<file path="src/rtl/shamh_pkg.sv">
// ----------------------------------------------------------------------------
// shamh_pkg: shared types and constants for the SHA-256 message hasher
// Item structs for both channels, round constants and the initial hash value.
// ----------------------------------------------------------------------------
`default_nettype none

package shamh_pkg;

  typedef struct packed {
    logic [7:0] byte_data;
    logic       has_byte;
    logic       is_last;
  } shamh_in_t;

  typedef struct packed {
    logic [31:0] digest_word;
    logic [2:0]  word_index;
    logic        final_word;
  } shamh_out_t;

  localparam int unsigned NUM_ROUNDS = 64;
  localparam int unsigned NUM_WORDS  = 16;
  localparam int unsigned NUM_STATE  = 8;

  localparam logic [7:0] PAD_BYTE = 8'h80;

  localparam logic [31:0] INIT_HASH [NUM_STATE] = '{
    32'h6A09E667, 32'hBB67AE85, 32'h3C6EF372, 32'hA54FF53A,
    32'h510E527F, 32'h9B05688C, 32'h1F83D9AB, 32'h5BE0CD19
  };

  localparam logic [31:0] ROUND_K [NUM_ROUNDS] = '{
    32'h428a2f98, 32'h71374491, 32'hb5c0fbcf, 32'he9b5dba5,
    32'h3956c25b, 32'h59f111f1, 32'h923f82a4, 32'hab1c5ed5,
    32'hd807aa98, 32'h12835b01, 32'h243185be, 32'h550c7dc3,
    32'h72be5d74, 32'h80deb1fe, 32'h9bdc06a7, 32'hc19bf174,
    32'he49b69c1, 32'hefbe4786, 32'h0fc19dc6, 32'h240ca1cc,
    32'h2de92c6f, 32'h4a7484aa, 32'h5cb0a9dc, 32'h76f988da,
    32'h983e5152, 32'ha831c66d, 32'hb00327c8, 32'hbf597fc7,
    32'hc6e00bf3, 32'hd5a79147, 32'h06ca6351, 32'h14292967,
    32'h27b70a85, 32'h2e1b2138, 32'h4d2c6dfc, 32'h53380d13,
    32'h650a7354, 32'h766a0abb, 32'h81c2c92e, 32'h92722c85,
    32'ha2bfe8a1, 32'ha81a664b, 32'hc24b8b70, 32'hc76c51a3,
    32'hd192e819, 32'hd6990624, 32'hf40e3585, 32'h106aa070,
    32'h19a4c116, 32'h1e376c08, 32'h2748774c, 32'h34b0bcb5,
    32'h391c0cb3, 32'h4ed8aa4a, 32'h5b9cca4f, 32'h682e6ff3,
    32'h748f82ee, 32'h78a5636f, 32'h84c87814, 32'h8cc70208,
    32'h90befffa, 32'ha4506ceb, 32'hbef9a3f7, 32'hc67178f2
  };

endpackage

`default_nettype wire

</file>
<file path="src/rtl/sha256_message_hasher.sv">
// ----------------------------------------------------------------------------
// sha256_message_hasher: byte-serial SHA-256 with one shared round unit
// Flow: a byte that does not end a block is taken while idle. The 64th byte
//   of a block starts 64 rounds and then one chaining fold.
// Last item: a padding step, 64 rounds and a fold, plus a length step, 64
//   more rounds and a fold when the 0x80 marker lands at offset 56 or later;
//   then 8 digest items, one per cycle at most. Bytes are taken only in idle.
// Reset: synchronous; chaining value back to the initial hash, length cleared.
// ----------------------------------------------------------------------------
`default_nettype none

module sha256_message_hasher (
  input  wire logic                  clk,
  input  wire logic                  rst,
  input  wire logic                  msg_valid,
  output      logic                  msg_ready,
  input  wire shamh_pkg::shamh_in_t  msg,
  output      logic                  dig_valid,
  input  wire logic                  dig_ready,
  output      shamh_pkg::shamh_out_t dig
);

  import shamh_pkg::*;

  // Sequencer. The block buffer doubles as the 16-word schedule shift line
  // while the rounds run; its contents are dead once a compression is done.
  typedef enum logic [2:0] {
    S_IDLE,   // taking bytes
    S_PAD,    // drop in 0x80, clear the tail, maybe the length
    S_LEN,    // second padding block: zeros and the length
    S_ROUND,  // one round per cycle
    S_FOLD,   // chain += working registers
    S_OUT     // hand out the eight digest words
  } state_t;

  // What follows the chaining fold.
  typedef enum logic [1:0] {
    AFT_IDLE,
    AFT_PAD,
    AFT_LEN,
    AFT_OUT
  } after_t;

  state_t      state;
  after_t      next_step;
  logic [5:0]  round;
  logic [2:0]  out_idx;
  logic [60:0] bytes_seen;
  logic [31:0] chain [NUM_STATE];
  logic [31:0] wr    [NUM_STATE];   // a..h
  logic [31:0] blk   [NUM_WORDS];

  logic [5:0]  pos;
  logic [3:0]  pos_word;
  logic [7:0]  ins_byte;
  logic [31:0] ins_word;
  logic [63:0] len_bits;
  logic [31:0] w_sched;
  logic [31:0] wj;
  logic [31:0] t1;
  logic [31:0] t2;
  logic [31:0] big_s0;
  logic [31:0] big_s1;
  logic [31:0] ch;
  logic [31:0] maj;
  logic [31:0] sm_s0;
  logic [31:0] sm_s1;

  function automatic logic [31:0] rotr(input logic [31:0] x, input int unsigned n);
    rotr = (x >> n) | (x << (32 - n));
  endfunction

  // Byte placement: big-endian within the word, offset 0 starts the word fresh.
  assign pos      = bytes_seen[5:0];
  assign pos_word = pos[5:2];
  assign ins_byte = (state == S_PAD) ? PAD_BYTE : msg.byte_data;
  assign len_bits = {bytes_seen, 3'b000};

  always_comb begin
    if (pos[1:0] == 2'd0) begin
      ins_word = {ins_byte, 24'h000000};
    end else begin
      ins_word = blk[pos_word] | (32'(ins_byte) << {~pos[1:0], 3'b000});
    end
  end

  // Round unit.
  always_comb begin
    sm_s0   = rotr(blk[1], 7) ^ rotr(blk[1], 18) ^ (blk[1] >> 3);
    sm_s1   = rotr(blk[14], 17) ^ rotr(blk[14], 19) ^ (blk[14] >> 10);
    w_sched = blk[0] + sm_s0 + blk[9] + sm_s1;
    wj      = (round[5:4] == 2'b00) ? blk[0] : w_sched;
    big_s1  = rotr(wr[4], 6) ^ rotr(wr[4], 11) ^ rotr(wr[4], 25);
    ch      = (wr[4] & wr[5]) ^ (~wr[4] & wr[6]);
    t1      = wr[7] + big_s1 + ch + ROUND_K[round] + wj;
    big_s0  = rotr(wr[0], 2) ^ rotr(wr[0], 13) ^ rotr(wr[0], 22);
    maj     = (wr[0] & wr[1]) ^ (wr[0] & wr[2]) ^ (wr[1] & wr[2]);
    t2      = big_s0 + maj;
  end

  assign msg_ready       = (state == S_IDLE);
  assign dig_valid       = (state == S_OUT);
  assign dig.digest_word = chain[out_idx];
  assign dig.word_index  = out_idx;
  assign dig.final_word  = (out_idx == 3'd7);

  always_ff @(posedge clk) begin
    if (rst) begin
      state      <= S_IDLE;
      next_step  <= AFT_IDLE;
      round      <= '0;
      out_idx    <= '0;
      bytes_seen <= '0;
      for (int i = 0; i < NUM_STATE; i++) begin
        chain[i] <= INIT_HASH[i];
      end
    end else begin
      unique case (state)
        S_IDLE: begin
          if (msg_valid) begin
            if (msg.has_byte) begin
              blk[pos_word] <= ins_word;
              bytes_seen    <= bytes_seen + 61'd1;
            end
            if (msg.has_byte && pos == 6'd63) begin
              // block full: compress, then pad if this item also ends it
              wr        <= chain;
              round     <= '0;
              next_step <= msg.is_last ? AFT_PAD : AFT_IDLE;
              state     <= S_ROUND;
            end else if (msg.is_last) begin
              state <= S_PAD;
            end
          end
        end

        S_PAD: begin
          if (pos[5:3] == 3'b111) begin
            // no room for the length; it goes in a block of its own
            for (int i = 0; i < NUM_WORDS; i++) begin
              if (4'(i) > pos_word) begin
                blk[i] <= '0;
              end
            end
            next_step <= AFT_LEN;
          end else begin
            for (int i = 0; i < NUM_WORDS - 2; i++) begin
              if (4'(i) > pos_word) begin
                blk[i] <= '0;
              end
            end
            blk[14]   <= len_bits[63:32];
            blk[15]   <= len_bits[31:0];
            next_step <= AFT_OUT;
          end
          blk[pos_word] <= ins_word;
          wr    <= chain;
          round <= '0;
          state <= S_ROUND;
        end

        S_LEN: begin
          for (int i = 0; i < NUM_WORDS - 2; i++) begin
            blk[i] <= '0;
          end
          blk[14]   <= len_bits[63:32];
          blk[15]   <= len_bits[31:0];
          next_step <= AFT_OUT;
          wr        <= chain;
          round     <= '0;
          state     <= S_ROUND;
        end

        S_ROUND: begin
          wr[7] <= wr[6];
          wr[6] <= wr[5];
          wr[5] <= wr[4];
          wr[4] <= wr[3] + t1;
          wr[3] <= wr[2];
          wr[2] <= wr[1];
          wr[1] <= wr[0];
          wr[0] <= t1 + t2;
          for (int i = 0; i < NUM_WORDS - 1; i++) begin
            blk[i] <= blk[i + 1];
          end
          blk[NUM_WORDS - 1] <= wj;
          round <= round + 6'd1;
          if (round == 6'd63) begin
            state <= S_FOLD;
          end
        end

        S_FOLD: begin
          for (int i = 0; i < NUM_STATE; i++) begin
            chain[i] <= chain[i] + wr[i];
          end
          unique case (next_step)
            AFT_IDLE: state <= S_IDLE;
            AFT_PAD:  state <= S_PAD;
            AFT_LEN:  state <= S_LEN;
            AFT_OUT: begin
              out_idx <= '0;
              state   <= S_OUT;
            end
            default:  state <= S_IDLE;
          endcase
        end

        S_OUT: begin
          if (dig_ready) begin
            out_idx <= out_idx + 3'd1;
            if (out_idx == 3'd7) begin
              for (int i = 0; i < NUM_STATE; i++) begin
                chain[i] <= INIT_HASH[i];
              end
              bytes_seen <= '0;
              state      <= S_IDLE;
            end
          end
        end

        default: state <= S_IDLE;
      endcase
    end
  end

  // One item in flight at a time: input and digest never open together.
  a_one_side: assert property (@(posedge clk) disable iff (rst)
    !(msg_ready && dig_valid))
    else $error("input and digest channels open together");

  // The last digest word hands control back to the input side.
  a_back_to_idle: assert property (@(posedge clk) disable iff (rst)
    (dig_valid && dig_ready && dig.final_word) |=> msg_ready)
    else $error("not idle after last digest word");

  // A full block always gets its 64 rounds before the fold.
  a_rounds_done: assert property (@(posedge clk) disable iff (rst)
    (state == S_FOLD) |-> ($past(round) == 6'd63 && $past(state) == S_ROUND))
    else $error("fold without a full round sweep");

  // Digest words start at index zero.
  a_first_word: assert property (@(posedge clk) disable iff (rst)
    $rose(dig_valid) |-> (dig.word_index == 3'd0))
    else $error("digest does not start at word zero");

endmodule

`default_nettype wire
</file>
<file path="config.mk">
export PLATFORM = sky130hd
export DESIGN_NAME = sha256_message_hasher
export DESIGN_NICKNAME = d
export VERILOG_FILES = /design/src/rtl/shamh_pkg.sv /design/src/rtl/sha256_message_hasher.sv
export SDC_FILE = /design/constraint.sdc
export NUM_CORES = 2
export LEC_CHECK = 0
export BUFFER_PORTS_ARGS = -buffer_cell sky130_fd_sc_hd__buf_2
export CAP_MARGIN = 20
export CORE_MARGIN = 3
export CORE_UTILIZATION = 45
export CTS_CLUSTER_SIZE = 40
export DETAILED_ROUTE_END_ITERATION = 7
export PLACE_DENSITY = 0.67
export SLEW_MARGIN = 40
export SYNTH_ARGS = -nofsm -noshare
export SYNTH_HDL_FRONTEND = slang
export SYNTH_SLANG_ARGS = --single-unit
</file>
<file path="constraint.sdc">
create_clock -name clk -period 20.6 [get_ports clk]
set_clock_uncertainty 0.2 [all_clocks]
set_input_delay 3.09 -clock clk [delete_from_list [all_inputs] [get_ports clk]]
set_output_delay 3.09 -clock clk [all_outputs]
set_load 0.01 [all_outputs]
</file>
==> out/qor.json <==
{
  "final_area": {"value": 0.0856, "unit": "mm2"},
  "worst-endpoint-arrival": {"value": 11.96, "unit": "ns"},
  "synth-edff-count": {"value": 768},
  "cts_made_buffers": {"value": 132},
  "tightestPinTransition": {"value": 0.896, "unit": "ns"},
  "postSynth.asyncResetShare": {"value": 0, "unit": "%"},
  "num_io_pins": {"value": 52},
  "vias_in_the_first_global_route": {"value": 63700},
  "clock-sinks": {"value": 1103},
  "die_footprint": {"value": 0.179, "unit": "mm2"},
  "p_sw_share": {"value": 47.0, "unit": "%"},
  "final_report_max_slew_violation_count": {"value": 0},
  "floorplan.initialDensity": {"value": 45.5, "unit": "%"},
  "drc_errors": {"value": 0},
  "finish.net_count": {"value": 8735},
  "critPathMaxStageDelay": {"value": 0.59, "unit": "ns"},
  "route.final.wire_length": {"value": 302, "unit": "mm"},
  "fmax": {"value": 85.9, "unit": "MHz"},
  "cts_post_setup_buffers_inserted": {"value": 0},
  "mappedNetlistNets": {"value": 8917},
  "power.combinational.fraction": {"value": 63.0, "unit": "%"},
  "required": {"value": 20.93, "unit": "ns"},
  "yosys_warnings": {"value": 0},
  "cp-end-kind": {"value": "flop"},
  "grt_overflow_total": {"value": 0},
  "power_leakage": {"value": 32.8, "unit": "nW"},
  "routabilityCongestion": {"value": 1.04},
  "clk_path_buf_depth": {"value": 3},
  "post_synth_instance_area": {"value": 0.0785, "unit": "mm2"},
  "placement_stage_cell_area": {"value": 0.0812, "unit": "mm2"},
  "worstSetupStartpoint": {"value": "blk[14][11]"},
  "power_report.internal_total": {"value": 7.52, "unit": "mW"},
  "first_pass_iters": {"value": 7},
  "worst_path_max_delay_cell": {"value": "sky130_fd_sc_hd__a2111oi_0"},
  "htreeDepth": {"value": 4},
  "final_hold_viol_count": {"value": 0},
  "final_cell_mix": {"value": "sky130_fd_sc_hd__nand2_1, sky130_fd_sc_hd__edfxtp_1, sky130_fd_sc_hd__o21ai_0"},
  "grt_pass1_wl": {"value": 439, "unit": "mm"},
  "cts_root_buf": {"value": "sky130_fd_sc_hd__clkbuf_16"},
  "clkLatencyLatePin": {"value": 0.82, "unit": "ns"},
  "placement.io_buffers": {"value": 51},
  "fillerInstances": {"value": 15900},
  "timing.setup.tns": {"value": 0, "unit": "ns"},
  "postLayoutCoreUtil": {"value": 49.6, "unit": "%"},
  "cellPowerDensity": {"value": 166, "unit": "mW/mm2"},
  "holdWs": {"value": 0.278, "unit": "ns"},
  "synthCells": {"value": 8304},
  "design_power_total": {"value": 14.2, "unit": "mW"},
  "place.detailed.hpwl": {"value": 218, "unit": "mm"},
  "number_of_cells_upsized_or_downsized_after_cts": {"value": 0},
  "wl_per_cell": {"value": 28.6, "unit": "um"},
  "ir_drop": {"value": 166, "unit": "uV"},
  "cts_tree": {"value": "built"},
  "post_cts_hold_buffer_count": {"value": 0},
  "rows": {"value": 152},
  "yosysUniqueCellTypes": {"value": 86},
  "via_per_inst": {"value": 6.37},
  "unrepaired_setup_endpoints_after_global_routing": {"value": "false"},
  "antenna_found_initial": {"value": 14},
  "dr.first_iter.drc_count": {"value": 9217},
  "power.share.sequential": {"value": 20.3, "unit": "%"},
  "cts.clk_slew.worst_paths": {"value": 0.06, "unit": "ns"},
  "net-switching-power": {"value": 6.67, "unit": "mW"},
  "chipHeight": {"value": 424, "unit": "um"},
  "min_period": {"value": 11.64, "unit": "ns"},
  "area_growth": {"value": 9.10, "unit": "%"},
  "layout-drive-gt1-share": {"value": 9.41, "unit": "%"},
  "fraction_of_the_yosys_area_taken_by_sequential_cells": {"value": 37.9, "unit": "%"},
  "setup-violations-final": {"value": 0},
  "synth_ff_type": {"value": "sky130_fd_sc_hd__edfxtp_1"},
  "mostFrequentLayoutCell": {"value": "sky130_fd_sc_hd__nand2_1"},
  "num_vias": {"value": 67200},
  "outcome": {"value": "finished, final reports clean"},
  "placeableCoreArea": {"value": 0.172, "unit": "mm2"},
  "die_width": {"value": 424, "unit": "um"},
  "hold_start": {"value": "out_idx[2]"},
  "kind_of_start_point_of_the_critical_path": {"value": "flop"},
  "grt_start_max_net_pins": {"value": 182},
  "track_usage": {"value": 32.9, "unit": "%"},
  "min_period_over_period": {"value": 56.5, "unit": "%"},
  "worst_hold_path_type": {"value": "flop to flop"},
  "syn-mean-instance-area": {"value": 9.45, "unit": "um2"},
  "slew-limit-headroom": {"value": 40.3, "unit": "%"},
  "reg2reg_from": {"value": "blk[14][11]"},
  "critical_path_start_end_classification": {"value": "flop to flop"},
  "timing.max_cap.violations": {"value": 0},
  "ys_ff_latch": {"value": 1103},
  "number_of_routed_nets_with_antenna_violations": {"value": 0},
  "clkPwrFrac": {"value": 16.8, "unit": "%"},
  "crit_fanout": {"value": 5}
}
## worst paths after layout
kind	endpoint	slack, ns	cells after the start
min	out_idx[2]	0.28	2
max reg2reg	wr[127]	8.96	43
min reg2reg	out_idx[2]	0.28	2
max	wr[127]	8.96	43
## Yosys cell counts, types with 29 or more instances
| cell | number | area (um2) |
|---|---|---|
| sky130_fd_sc_hd__nand2_1 | 1338 | 5020 |
| sky130_fd_sc_hd__edfxtp_1 | 768 | 23100 |
| sky130_fd_sc_hd__o21ai_0 | 749 | 3750 |
| sky130_fd_sc_hd__nor2_1 | 503 | 1890 |
| sky130_fd_sc_hd__a21oi_1 | 488 | 2440 |
| sky130_fd_sc_hd__inv_1 | 479 | 1800 |
| sky130_fd_sc_hd__clkbuf_1 | 440 | 1650 |
| sky130_fd_sc_hd__ha_1 | 403 | 5040 |
| sky130_fd_sc_hd__xnor2_1 | 389 | 3410 |
| sky130_fd_sc_hd__dfxtp_1 | 335 | 6710 |
| sky130_fd_sc_hd__a21o_1 | 248 | 1860 |
| sky130_fd_sc_hd__mux4_2 | 228 | 5130 |
| sky130_fd_sc_hd__xor2_1 | 227 | 1990 |
| sky130_fd_sc_hd__fa_1 | 196 | 3920 |
| sky130_fd_sc_hd__nand2b_1 | 136 | 851 |
| sky130_fd_sc_hd__a22o_1 | 124 | 1090 |
| sky130_fd_sc_hd__nand3_1 | 110 | 551 |
| sky130_fd_sc_hd__nor3_1 | 96 | 480 |
| sky130_fd_sc_hd__o22ai_1 | 91 | 569 |
| sky130_fd_sc_hd__a22oi_1 | 68 | 510 |
| sky130_fd_sc_hd__mux2_2 | 62 | 698 |
| sky130_fd_sc_hd__o21a_1 | 59 | 443 |
| sky130_fd_sc_hd__buf_1 | 56 | 210 |
| sky130_fd_sc_hd__o21bai_1 | 55 | 413 |
| sky130_fd_sc_hd__nor2b_1 | 51 | 319 |
| sky130_fd_sc_hd__a31oi_1 | 47 | 294 |
| sky130_fd_sc_hd__and3_1 | 44 | 275 |
| sky130_fd_sc_hd__a211oi_1 | 42 | 315 |
| sky130_fd_sc_hd__or3_1 | 37 | 231 |
| sky130_fd_sc_hd__o31ai_1 | 36 | 270 |
| sky130_fd_sc_hd__nand4_1 | 32 | 200 |
| sky130_fd_sc_hd__o211ai_1 | 29 | 218 |
## routing by layer
metal / wire, um / part of all wire [%] / GRT usage (%)
met1: 120000 / 40 / 44.8
met2: 132000 / 44 / 49.7
met3: 34200 / 11 / 7.78
met4: 16100 / 5.3 / 15.3
met5: 78 / 0.026 / 0
## logic make-up (layout without fill, tap and decap cells)
family,Yosys count,in the layout,share of synthesized area [%]
multiplexers,311,311,7.70
adder cells (fa/ha/maj),604,604,11.5
AND/OR/NAND/NOR,2443,2443,13.4
XOR/XNOR,616,616,6.87
buffers and inverters,984,903,4.72
other,0,11,0
flip-flops,1103,1103,37.9
AO/OA/AOI/OAI,2243,2243,17.9
## critical path: cells and delay by family, from the launching register on
family | cells | cell delay [ns]
AND/OR/NAND/NOR | 4 | 0.52
XOR/XNOR | 6 | 1.46
buffers and inverters | 6 | 0.44
adder cells (fa/ha/maj) | 9 | 3.45
AO/OA/AOI/OAI | 18 | 4.70
flip-flops | 1 | 0.58
## power groups by stage
| stage | Sequential, mW | Combinational [mW] | Clock (mW) |
|---|---|---|---|
| after floorplan | 2.81 | 6.42 | 0 |
| after global placement | 2.91 | 8.64 | 0 |
| after detailed placement | 2.91 | 8.68 | 0 |
| after CTS | 2.87 | 8.77 | 2.39 |
| after global routing | 2.89 | 9.82 | 2.47 |
| final | 2.88 | 8.93 | 2.38 |
## final cells by class
class	count	area (um2)	area share [%]
clock buffer	180	3670	4.28
clock inverter	55	592	0.691
antenna	11	27.5	0.0321
multi-input combinational	6217	45400	53.1
tap	2310	2890	3.37
sequential	1103	29800	34.8
inverter	481	1810	2.11
timing repair buffer	187	1420	1.66
## through the flow
stage / worst slack (ns) / instances
after floorplan: 5.04 / 8304
after global placement: 9.07 / 10300
after detailed placement: 9.14 / 10300
after CTS: 9.07 / 10500
after global routing: 8.20 / 10500
final: 8.96 / 10500
## flip-flops by register name, indices dropped and copies added, names as in the netlist, named ones only
register / count
out_idx: 3
bytes_seen: 61
wr: 256
state: 3
blk: 512
round: 6
chain: 256
next_step: 2
Note: power is estimated with default switching activity, not from simulation.
